**src/design/assert_macros.svh**
```systemverilog
// Assertion macros shared by the heap manager RTL.
// Each macro is clocked on i_clk and disabled while i_rst_n is low.
`ifndef ASSERT_MACROS_SVH
`define ASSERT_MACROS_SVH
`ifndef SYNTHESIS
`define BFHM_ASSERT(label, prop) \
    label: assert property (@(posedge i_clk) disable iff (!i_rst_n) prop) \
        else $error("heap manager assertion failed");
`define BFHM_NEVER(label, expr) \
    label: assert property (@(posedge i_clk) disable iff (!i_rst_n) !(expr)) \
        else $error("heap manager forbidden condition");
`else
`define BFHM_ASSERT(label, prop)
`define BFHM_NEVER(label, expr)
`endif
`endif

```
**src/design/bfhm_pkg.sv**
```systemverilog
// Package of the best-fit heap manager: arena constants, codes, FSM types.
// Used by bfhm_dp, bfhm_ctrl and the top level; depends on nothing.
`timescale 1ns / 1ps
`default_nettype none
package bfhm_pkg;

    // Arena geometry.
    localparam int ARENA_UNITS     = 4096;
    localparam int UNIT_BYTES      = 8;
    localparam int HDR_BYTES       = 8;
    localparam int MIN_SPLIT_BYTES = 16;
    localparam int LAST_UNIT       = ARENA_UNITS - 1;
    localparam int AW              = $clog2(ARENA_UNITS);
    localparam int SW              = AW + 1;
    localparam int MIN_SPLIT_UNITS = (MIN_SPLIT_BYTES + UNIT_BYTES - 1) / UNIT_BYTES;

    // Word field widths.
    localparam int KIND_W   = 2;
    localparam int SIZE_W   = 16;
    localparam int OFF_W    = 15;
    localparam int STATUS_W = 2;
    localparam int NEED_W   =
        $clog2((65535 + HDR_BYTES + UNIT_BYTES - 1) / UNIT_BYTES + 1);

    typedef logic [AW-1:0] t_unit;

    // Request kinds.
    localparam logic [KIND_W-1:0] KIND_ALLOC  = 2'd0;
    localparam logic [KIND_W-1:0] KIND_FREE   = 2'd1;
    localparam logic [KIND_W-1:0] KIND_RESIZE = 2'd2;

    // Answer codes.
    localparam logic [STATUS_W-1:0] ST_OK      = 2'd0;
    localparam logic [STATUS_W-1:0] ST_NO_FIT  = 2'd1;
    localparam logic [STATUS_W-1:0] ST_IGNORED = 2'd2;
    localparam logic [STATUS_W-1:0] ST_GROW    = 2'd3;

    typedef enum logic [4:0] {
        S_INIT, S_IDLE, S_DEC, S_HEAD, S_WSTART, S_WALK, S_WDEC, S_TAKE,
        S_SPLIT_DEC, S_SPLIT1, S_SPLIT2, S_SPLIT3, S_MFREE, S_ARD, S_MA, S_MB,
        S_ANS_OK, S_ANS_FAIL, S_ANS_IGN, S_ANS_GROW, S_RESP
    } t_state;

    // Datapath commands, one per cycle.
    typedef enum logic [4:0] {
        OP_NONE, OP_CLEAR, OP_LATCH, OP_HEAD_RD, OP_WALK_START, OP_WALK_STEP,
        OP_TAKE, OP_SPLIT1, OP_SPLIT2, OP_SPLIT3, OP_MFREE, OP_A_RD, OP_A_STEP,
        OP_B_STEP, OP_ANS_OK, OP_ANS_FAIL, OP_ANS_IGN, OP_ANS_GROW
    } t_op;

    // Datapath status flags seen by the controller.
    typedef struct packed {
        logic clr_last;
        logic alloc_path;
        logic size_zero;
        logic ign_direct;
        logic head_cont;
        logic walk_cont;
        logic best_valid;
        logic found;
        logic free_or_zero;
        logic rs_eq;
        logic rs_gt;
        logic need_split;
        logic merge_cont;
        logic split_done;
    } t_dp_status;

endpackage
`default_nettype wire

```
**src/design/bfhm_ctrl.sv**
```systemverilog
// Controller of the heap manager: sequences list walks, splits and merges.
// Depends on bfhm_pkg and assert_macros.svh; issues commands to bfhm_dp.
`timescale 1ns / 1ps
`default_nettype none
`include "assert_macros.svh"
module bfhm_ctrl (
    input  logic                  i_clk,
    input  logic                  i_rst_n,
    input  logic                  i_start,
    input  bfhm_pkg::t_dp_status  i_st,
    output bfhm_pkg::t_op         o_op,
    output logic                  o_busy,
    output logic                  o_valid
);
    import bfhm_pkg::*;

    t_state r_state;
    t_state n_state;

    // State register.
    always_ff @(posedge i_clk) begin
        if (!i_rst_n) begin
            r_state <= S_INIT;
        end else begin
            r_state <= n_state;
        end
    end

    // Next state.
    always_comb begin
        n_state = r_state;
        case (r_state)
            S_INIT: begin
                if (i_st.clr_last) n_state = S_IDLE;
            end
            S_IDLE: begin
                if (i_start) n_state = S_DEC;
            end
            S_DEC: begin
                if (i_st.ign_direct) n_state = S_ANS_IGN;
                else if (i_st.alloc_path && i_st.size_zero) n_state = S_ANS_FAIL;
                else n_state = S_HEAD;
            end
            S_HEAD:   n_state = S_WSTART;
            S_WSTART: n_state = i_st.head_cont ? S_WALK : S_WDEC;
            S_WALK:   n_state = i_st.walk_cont ? S_WALK : S_WDEC;
            S_WDEC: begin
                if (i_st.alloc_path) begin
                    n_state = i_st.best_valid ? S_TAKE : S_ANS_FAIL;
                end else if (!i_st.found) begin
                    n_state = S_ANS_IGN;
                end else if (i_st.free_or_zero) begin
                    n_state = S_MFREE;
                end else if (i_st.rs_eq) begin
                    n_state = S_ANS_OK;
                end else if (i_st.rs_gt) begin
                    n_state = S_ANS_GROW;
                end else begin
                    n_state = S_SPLIT_DEC;
                end
            end
            S_TAKE:      n_state = S_SPLIT_DEC;
            S_SPLIT_DEC: n_state = i_st.need_split ? S_SPLIT1 : S_ANS_OK;
            S_SPLIT1:    n_state = S_SPLIT2;
            S_SPLIT2:    n_state = S_SPLIT3;
            S_SPLIT3:    n_state = S_MFREE;
            S_MFREE:     n_state = S_ARD;
            S_ARD:       n_state = S_MA;
            S_MA:        n_state = i_st.merge_cont ? S_MA : S_MB;
            S_MB: begin
                if (!i_st.merge_cont) begin
                    n_state = i_st.split_done ? S_ANS_OK : S_ANS_IGN;
                end
            end
            S_ANS_OK, S_ANS_FAIL, S_ANS_IGN, S_ANS_GROW: n_state = S_RESP;
            S_RESP:  n_state = S_IDLE;
            default: n_state = S_INIT;
        endcase
    end

    // Command and handshake outputs.
    always_comb begin
        o_op    = OP_NONE;
        o_busy  = 1'b1;
        o_valid = 1'b0;
        case (r_state)
            S_INIT:     o_op = OP_CLEAR;
            S_IDLE: begin
                o_busy = 1'b0;
                if (i_start) o_op = OP_LATCH;
            end
            S_HEAD:     o_op = OP_HEAD_RD;
            S_WSTART:   o_op = OP_WALK_START;
            S_WALK:     o_op = OP_WALK_STEP;
            S_TAKE:     o_op = OP_TAKE;
            S_SPLIT1:   o_op = OP_SPLIT1;
            S_SPLIT2:   o_op = OP_SPLIT2;
            S_SPLIT3:   o_op = OP_SPLIT3;
            S_MFREE:    o_op = OP_MFREE;
            S_ARD:      o_op = OP_A_RD;
            S_MA:       o_op = OP_A_STEP;
            S_MB:       o_op = OP_B_STEP;
            S_ANS_OK:   o_op = OP_ANS_OK;
            S_ANS_FAIL: o_op = OP_ANS_FAIL;
            S_ANS_IGN:  o_op = OP_ANS_IGN;
            S_ANS_GROW: o_op = OP_ANS_GROW;
            S_RESP:     o_valid = 1'b1;
            default:    o_op = OP_NONE;
        endcase
    end

    // Each answer is a single-cycle strobe.
    `BFHM_ASSERT(a_valid_pulse, o_valid |=> !o_valid)
    // An accepted request makes the block busy at once.
    `BFHM_ASSERT(a_accept_busy, (i_start && !o_busy) |=> o_busy)
    // After the answer the block is ready for the next request.
    `BFHM_ASSERT(a_resp_ready, o_valid |=> !o_busy)

endmodule
`default_nettype wire

```
**config.mk**
```make
export PLATFORM = sky130hd
export DESIGN_NAME = bfhm_ctrl
export DESIGN_NICKNAME = d
export VERILOG_FILES = /design/src/design/bfhm_pkg.sv /design/src/design/bfhm_ctrl.sv
export VERILOG_INCLUDE_DIRS = /design/src /design/src/design
export SDC_FILE = /design/constraint.sdc
export NUM_CORES = 1
export LEC_CHECK = 0
export BUFFER_PORTS_ARGS = -buffer_cell sky130_fd_sc_hd__buf_2
export CAP_MARGIN = 0
export CORE_UTILIZATION = 45
export DETAILED_ROUTE_END_ITERATION = 8
export PLACE_DENSITY = 0.83
export REMOVE_ABC_BUFFERS = 1
export SETUP_SLACK_MARGIN = 0.4
export SYNTH_ARGS = -nofsm -noshare
export SYNTH_HDL_FRONTEND = slang
export SYNTH_SLANG_ARGS = --single-unit
```
**constraint.sdc**
```tcl
create_clock -name i_clk -period 1.3 [get_ports i_clk]
set_input_delay 0.26 -clock i_clk [delete_from_list [all_inputs] [get_ports i_clk]]
set_output_delay 0.26 -clock i_clk [all_outputs]
set_load 0.1 [all_outputs]
```
== Yosys cells after proc, flatten, opt, wreduce, memory -nomap -nowiden ==
Cells that the tools add are included.

* Add/subtract/negate cells: 0
* Multipliers: 0
* Div/mod/pow operators: 0
* Order comparisons: 0
* Equal/unequal tests: 23
* Shift operators: 0
* Muxes and demuxes: 21
* Bitwise logic cells: 0
* Reduce and logical (&&, ||, !) cells: 4

{| class="wikitable"
|+ Operators with widths
! operator !! count
|-
| one-hot mux 5 bit (18 select lines) || 1
|-
| one-hot mux 5 bit (17 select lines) || 1
|-
| 2-to-1 mux 5 bit || 12
|-
| == test 5 x 4 -> 1 bit (second input constant) || 8
|-
| == test 5 bit (second input constant) || 5
|-
| == test 5 x 3 -> 1 bit (second input constant) || 4
|-
| == test 5 x 2 -> 1 bit (second input constant) || 2
|-
| 2-to-1 mux 2 bit || 4
|-
| != test 2 bit (second input constant) || 3
|-
| == test 5 x 1 -> 1 bit (second input constant) || 1
|-
| logical NOT 5 bit || 1
|-
| OR reduction 4 bit || 1
|-
| 2-to-1 mux 1 bit || 3
|-
| AND reduction 3 bit || 1
|-
| logical AND 1 bit || 1
|}

* Flip-flop bits (word level): 5
* Bits in latches: 0
* Memory bits (writable): 0
* ROM bits: 0
* Input port bits: 17
* Logic and storage cells: 49
* Memories kept: 0

== Depth between registers and ports, before layout ==
* Word-level depth: 6
* Gate-level depth with buffers: 6
* Depth with buffers taken out: 4

== Least setup slack after synthesis ==
Ideal clock, no wire load.

* Path kind: reg-to-output
* From: reg r_state[4]
* To: out o_op[1]
* Arrival: 2,932 ps
* Data required time: 1,040 ps
* Slack: -1,892 ps
* Stages on the path, launching flop included: 4
* Buffers on the path: 1
* Cells stage by stage: dfxtp_1 -> clkbuf_1 -> nand2b_1 -> o32ai_1

* Cells in the longest elaborated chain, start to end: 2

{| class="wikitable"
|+ Ends and longest elaborated chain
! element !! line !! RTL
|-
| start, declared || bfhm_ctrl.sv:17 || <nowiki>t_state r_state;</nowiki>
|-
| start signal, assigned || bfhm_ctrl.sv:25 || <nowiki>r_state <= n_state;</nowiki>
|-
| == test 5 bit (tied with other cells) || bfhm_ctrl.sv:86 || <nowiki>case (r_state)</nowiki>
|-
| one-hot mux 5 bit (17 select lines) (*) || bfhm_ctrl.sv:86 ||
|-
| end, declared || bfhm_ctrl.sv:11 || <nowiki>output bfhm_pkg::t_op o_op,</nowiki>
|}

Every way passes the cells marked *; elsewhere a longest branch is shown, timed or not.

== Worst setup path in the final report ==
* From: reg r_state[3]
* To: reg r_state[1]

* Cells in the longest elaborated chain, start to end: 3

{| class="wikitable"
|+ Ends and longest elaborated chain
! element !! line !! RTL
|-
| == test 5 bit (tied with other cells) || bfhm_ctrl.sv:32 || <nowiki>case (r_state)</nowiki>
|-
| OR reduction 4 bit / != test 2 bit (equally long branches) || n/a ||
|-
| one-hot mux 5 bit (18 select lines) / AND reduction 3 bit (equally long branches) || n/a ||
|}

Parallel ways exist; a longest one is shown, timed or not.
A chain may end at the register's enable or synchronous reset.

==> run metrics <==
status finished, violations left; failing checks DRC, setup timing; Starting Density 0.501; share of cells above drive strength 1 0.593; WL/cell approximately 27 um; number of flops mapped to enable cells by yosys 0; Final Util 0.965; total clock sinks 5; worst setup margin -0.671 ns; register area share after synthesis 0.127; Total Die Area 1930 um^2; RSZ-0062 raised after global routing yes; max cap viols 0; slew margin rel. 0.551; RD Place Congestion between 1 and 1.5; post-synth cell types 46; ys flop type dfxtp_1; Max Freq 507 MHz; Clock Path Buffers 2; # placed instances 169; Tmin final 1.97 ns; final hold vios 0; Final Max Slew Viols 0; Slew @ Worst Pin 0.665 ns; final worst-path cycle share 1.52; Max FO, Critical Path 10; post-synthesis register bit count 5; ranking of synthesized cells by area dfxtp_1, o21ai_0, nand2_1; CTS Hold Bufs 0; area of the multi-input gates between 700 and 800 um^2; Die H 43.9 um; Worst setup EP type register; clock transition at the registers of the reported paths about 0.050 ns; clk_skew roughly 0.00079 ns; max FFs per register 5; All-Layer GR Usage 0.435; Ys Warns 0; Avg Synthesized Cell Area 6.93 um^2; crit path launch type register; PwrDens between 2000 and 3000 nW/um^2; CP Class reg2reg; Vias ~1400; arrival time worst endpoint roughly 2.1 ns; Rows 14; biggest regs r_state (5); IO buf count 23; Mapped Cells about 110; Post-Syn Area 790 um^2; Sequential cell area roughly 120 um^2; CTS buffer count 3; vias in the first global route 1267; commonest cells in the netlist nand2_1, o21ai_0, nor2_1; htree depth 1; final cell count without fillers 188; hold crit path type in2reg; Req. time, crit path 1.42 ns; Fin Setup TNS -5.38 ns; Core Box Area 1580 um^2; num ports 24; HPWL after DPL 2.29 mm; initial drt markers 204; Final ANT Viol Nets 0; initial antenna violation count 0; r2r setup slk -0.67 ns; DIE WIDTH approximately 44 um; Peak supply drop approximately 2300 uV; Skew-Pair Late Insertion Delay 0.27 ns; first-pass GRT wire length 6.04 mm; CTS tree yes; largest net degree at the start of global routing 11; antenna cell count 0; largest register by flop count r_state; remaining global-route overflow 0; fillcell total 32; pre-CTS setup slack -0.386 ns; leading area contributor after synthesis dfxtp_1; Leak 0.665 nW; root buf cell clkbuf_4; Routed WL 5.06 mm; drt drc 1; Vias per Instance 7.71; synthesis-to-finish area growth 92.7%; nets@finish 190; Synth top area share 0.127; final setup fails 12; Async S/R FF share, synth 0; drt first pass iters 9
## cell families after synthesis
| kind of cell | Yosys count | synth area share |
|---|---|---|
| muxes | 1 | 0.0127 |
| buffers and inverters | 17 | 0.120 |
| and+or+nand+nor | 44 | 0.304 |
| AOI/OAI and AO/OA | 47 | 0.436 |
| DFF | 5 | 0.127 |
## where the power goes
group | internal, mW | switching, mW
Clock | 0.118 | 0.0962
Combinational | 1.52 | 1.99
Sequential | 0.229 | 0.135
Total | 1.87 | 2.22
## cells in the final DEF, fill, tap and decap left out, types with 2 or more instances in the layout
master	n
o311a_1	2
buf_4	36
clkbuf_4	3
a21o_1	3
o21ai_0	7
o21ai_2	4
dfxtp_4	5
nand2b_1	3
buf_2	16
o21bai_1	2
a21oi_1	2
inv_1	4
a211oi_1	3
o41ai_1	2
buf_6	4
o22ai_2	3
buf_12	10
nand2_1	10
nor2_4	4
nand4_1	2
nor2_1	5
## layout make-up
cell class	instances	share of cell area
Multi-Input combinational cell	92	0.485
Timing Repair Buffer	66	0.391
Sequential cell	5	0.0781
Clock buffer	4	0.0173
Inverter	5	0.0148
Tap cell	16	0.0132
## per-layer routing
| layer | vias up | GRT usage | part of all wire | wire, um |
|---|---|---|---|---|
| li1 | 548 | - | - | - |
| met5 | - | 0 | 0 | 0 |
| met2 | 200 | 0.755 | 0.42 | 2130 |
| met3 | 74 | 0.104 | 0.16 | 801 |
| met4 | 0 | 0.285 | 0.12 | 588 |
| met1 | 627 | 0.465 | 0.30 | 1540 |
## path summary, 6_finish.rpt
check,cells after the start,startpoint,to
min reg2reg,2,r_state[4],r_state[2]
max reg2reg,6,r_state[3],r_state[1]
min,2,i_rst_n,r_state[2]
max,6,r_state[3],r_state[1]
## metrics by stage
stage | power [mW] | hold WS, ns | instance area [um^2]
final | 4.09 | 0.270 | 1520
after global routing | 4.19 | 0.262 | 1520
after CTS | 3.48 | 0.259 | 1410
after detailed placement | 2.79 | 0.520 | 1160
after global placement | 2.70 | 0.511 | 1160
after floorplan | 1.54 | 0.378 | 713
## worst max-delay path, cell delays in order, from the launching register on
cell and delay, ns:
dfxtp_4 0.39, buf_4 0.16, buf_4 0.15, nand4_1 0.19
o21ai_0 0.22, a221oi_1 0.54, a311oi_1 0.18
## repair_timing
action / in CTS / in global routing
setup endpoints to repair: 12 / 12
gates cloned: 0 / 0
pin swaps: 4 / 6
gates resized for setup: 40 / 15
setup buffers: 9 / 6
(Power assumes the default switching activity.)
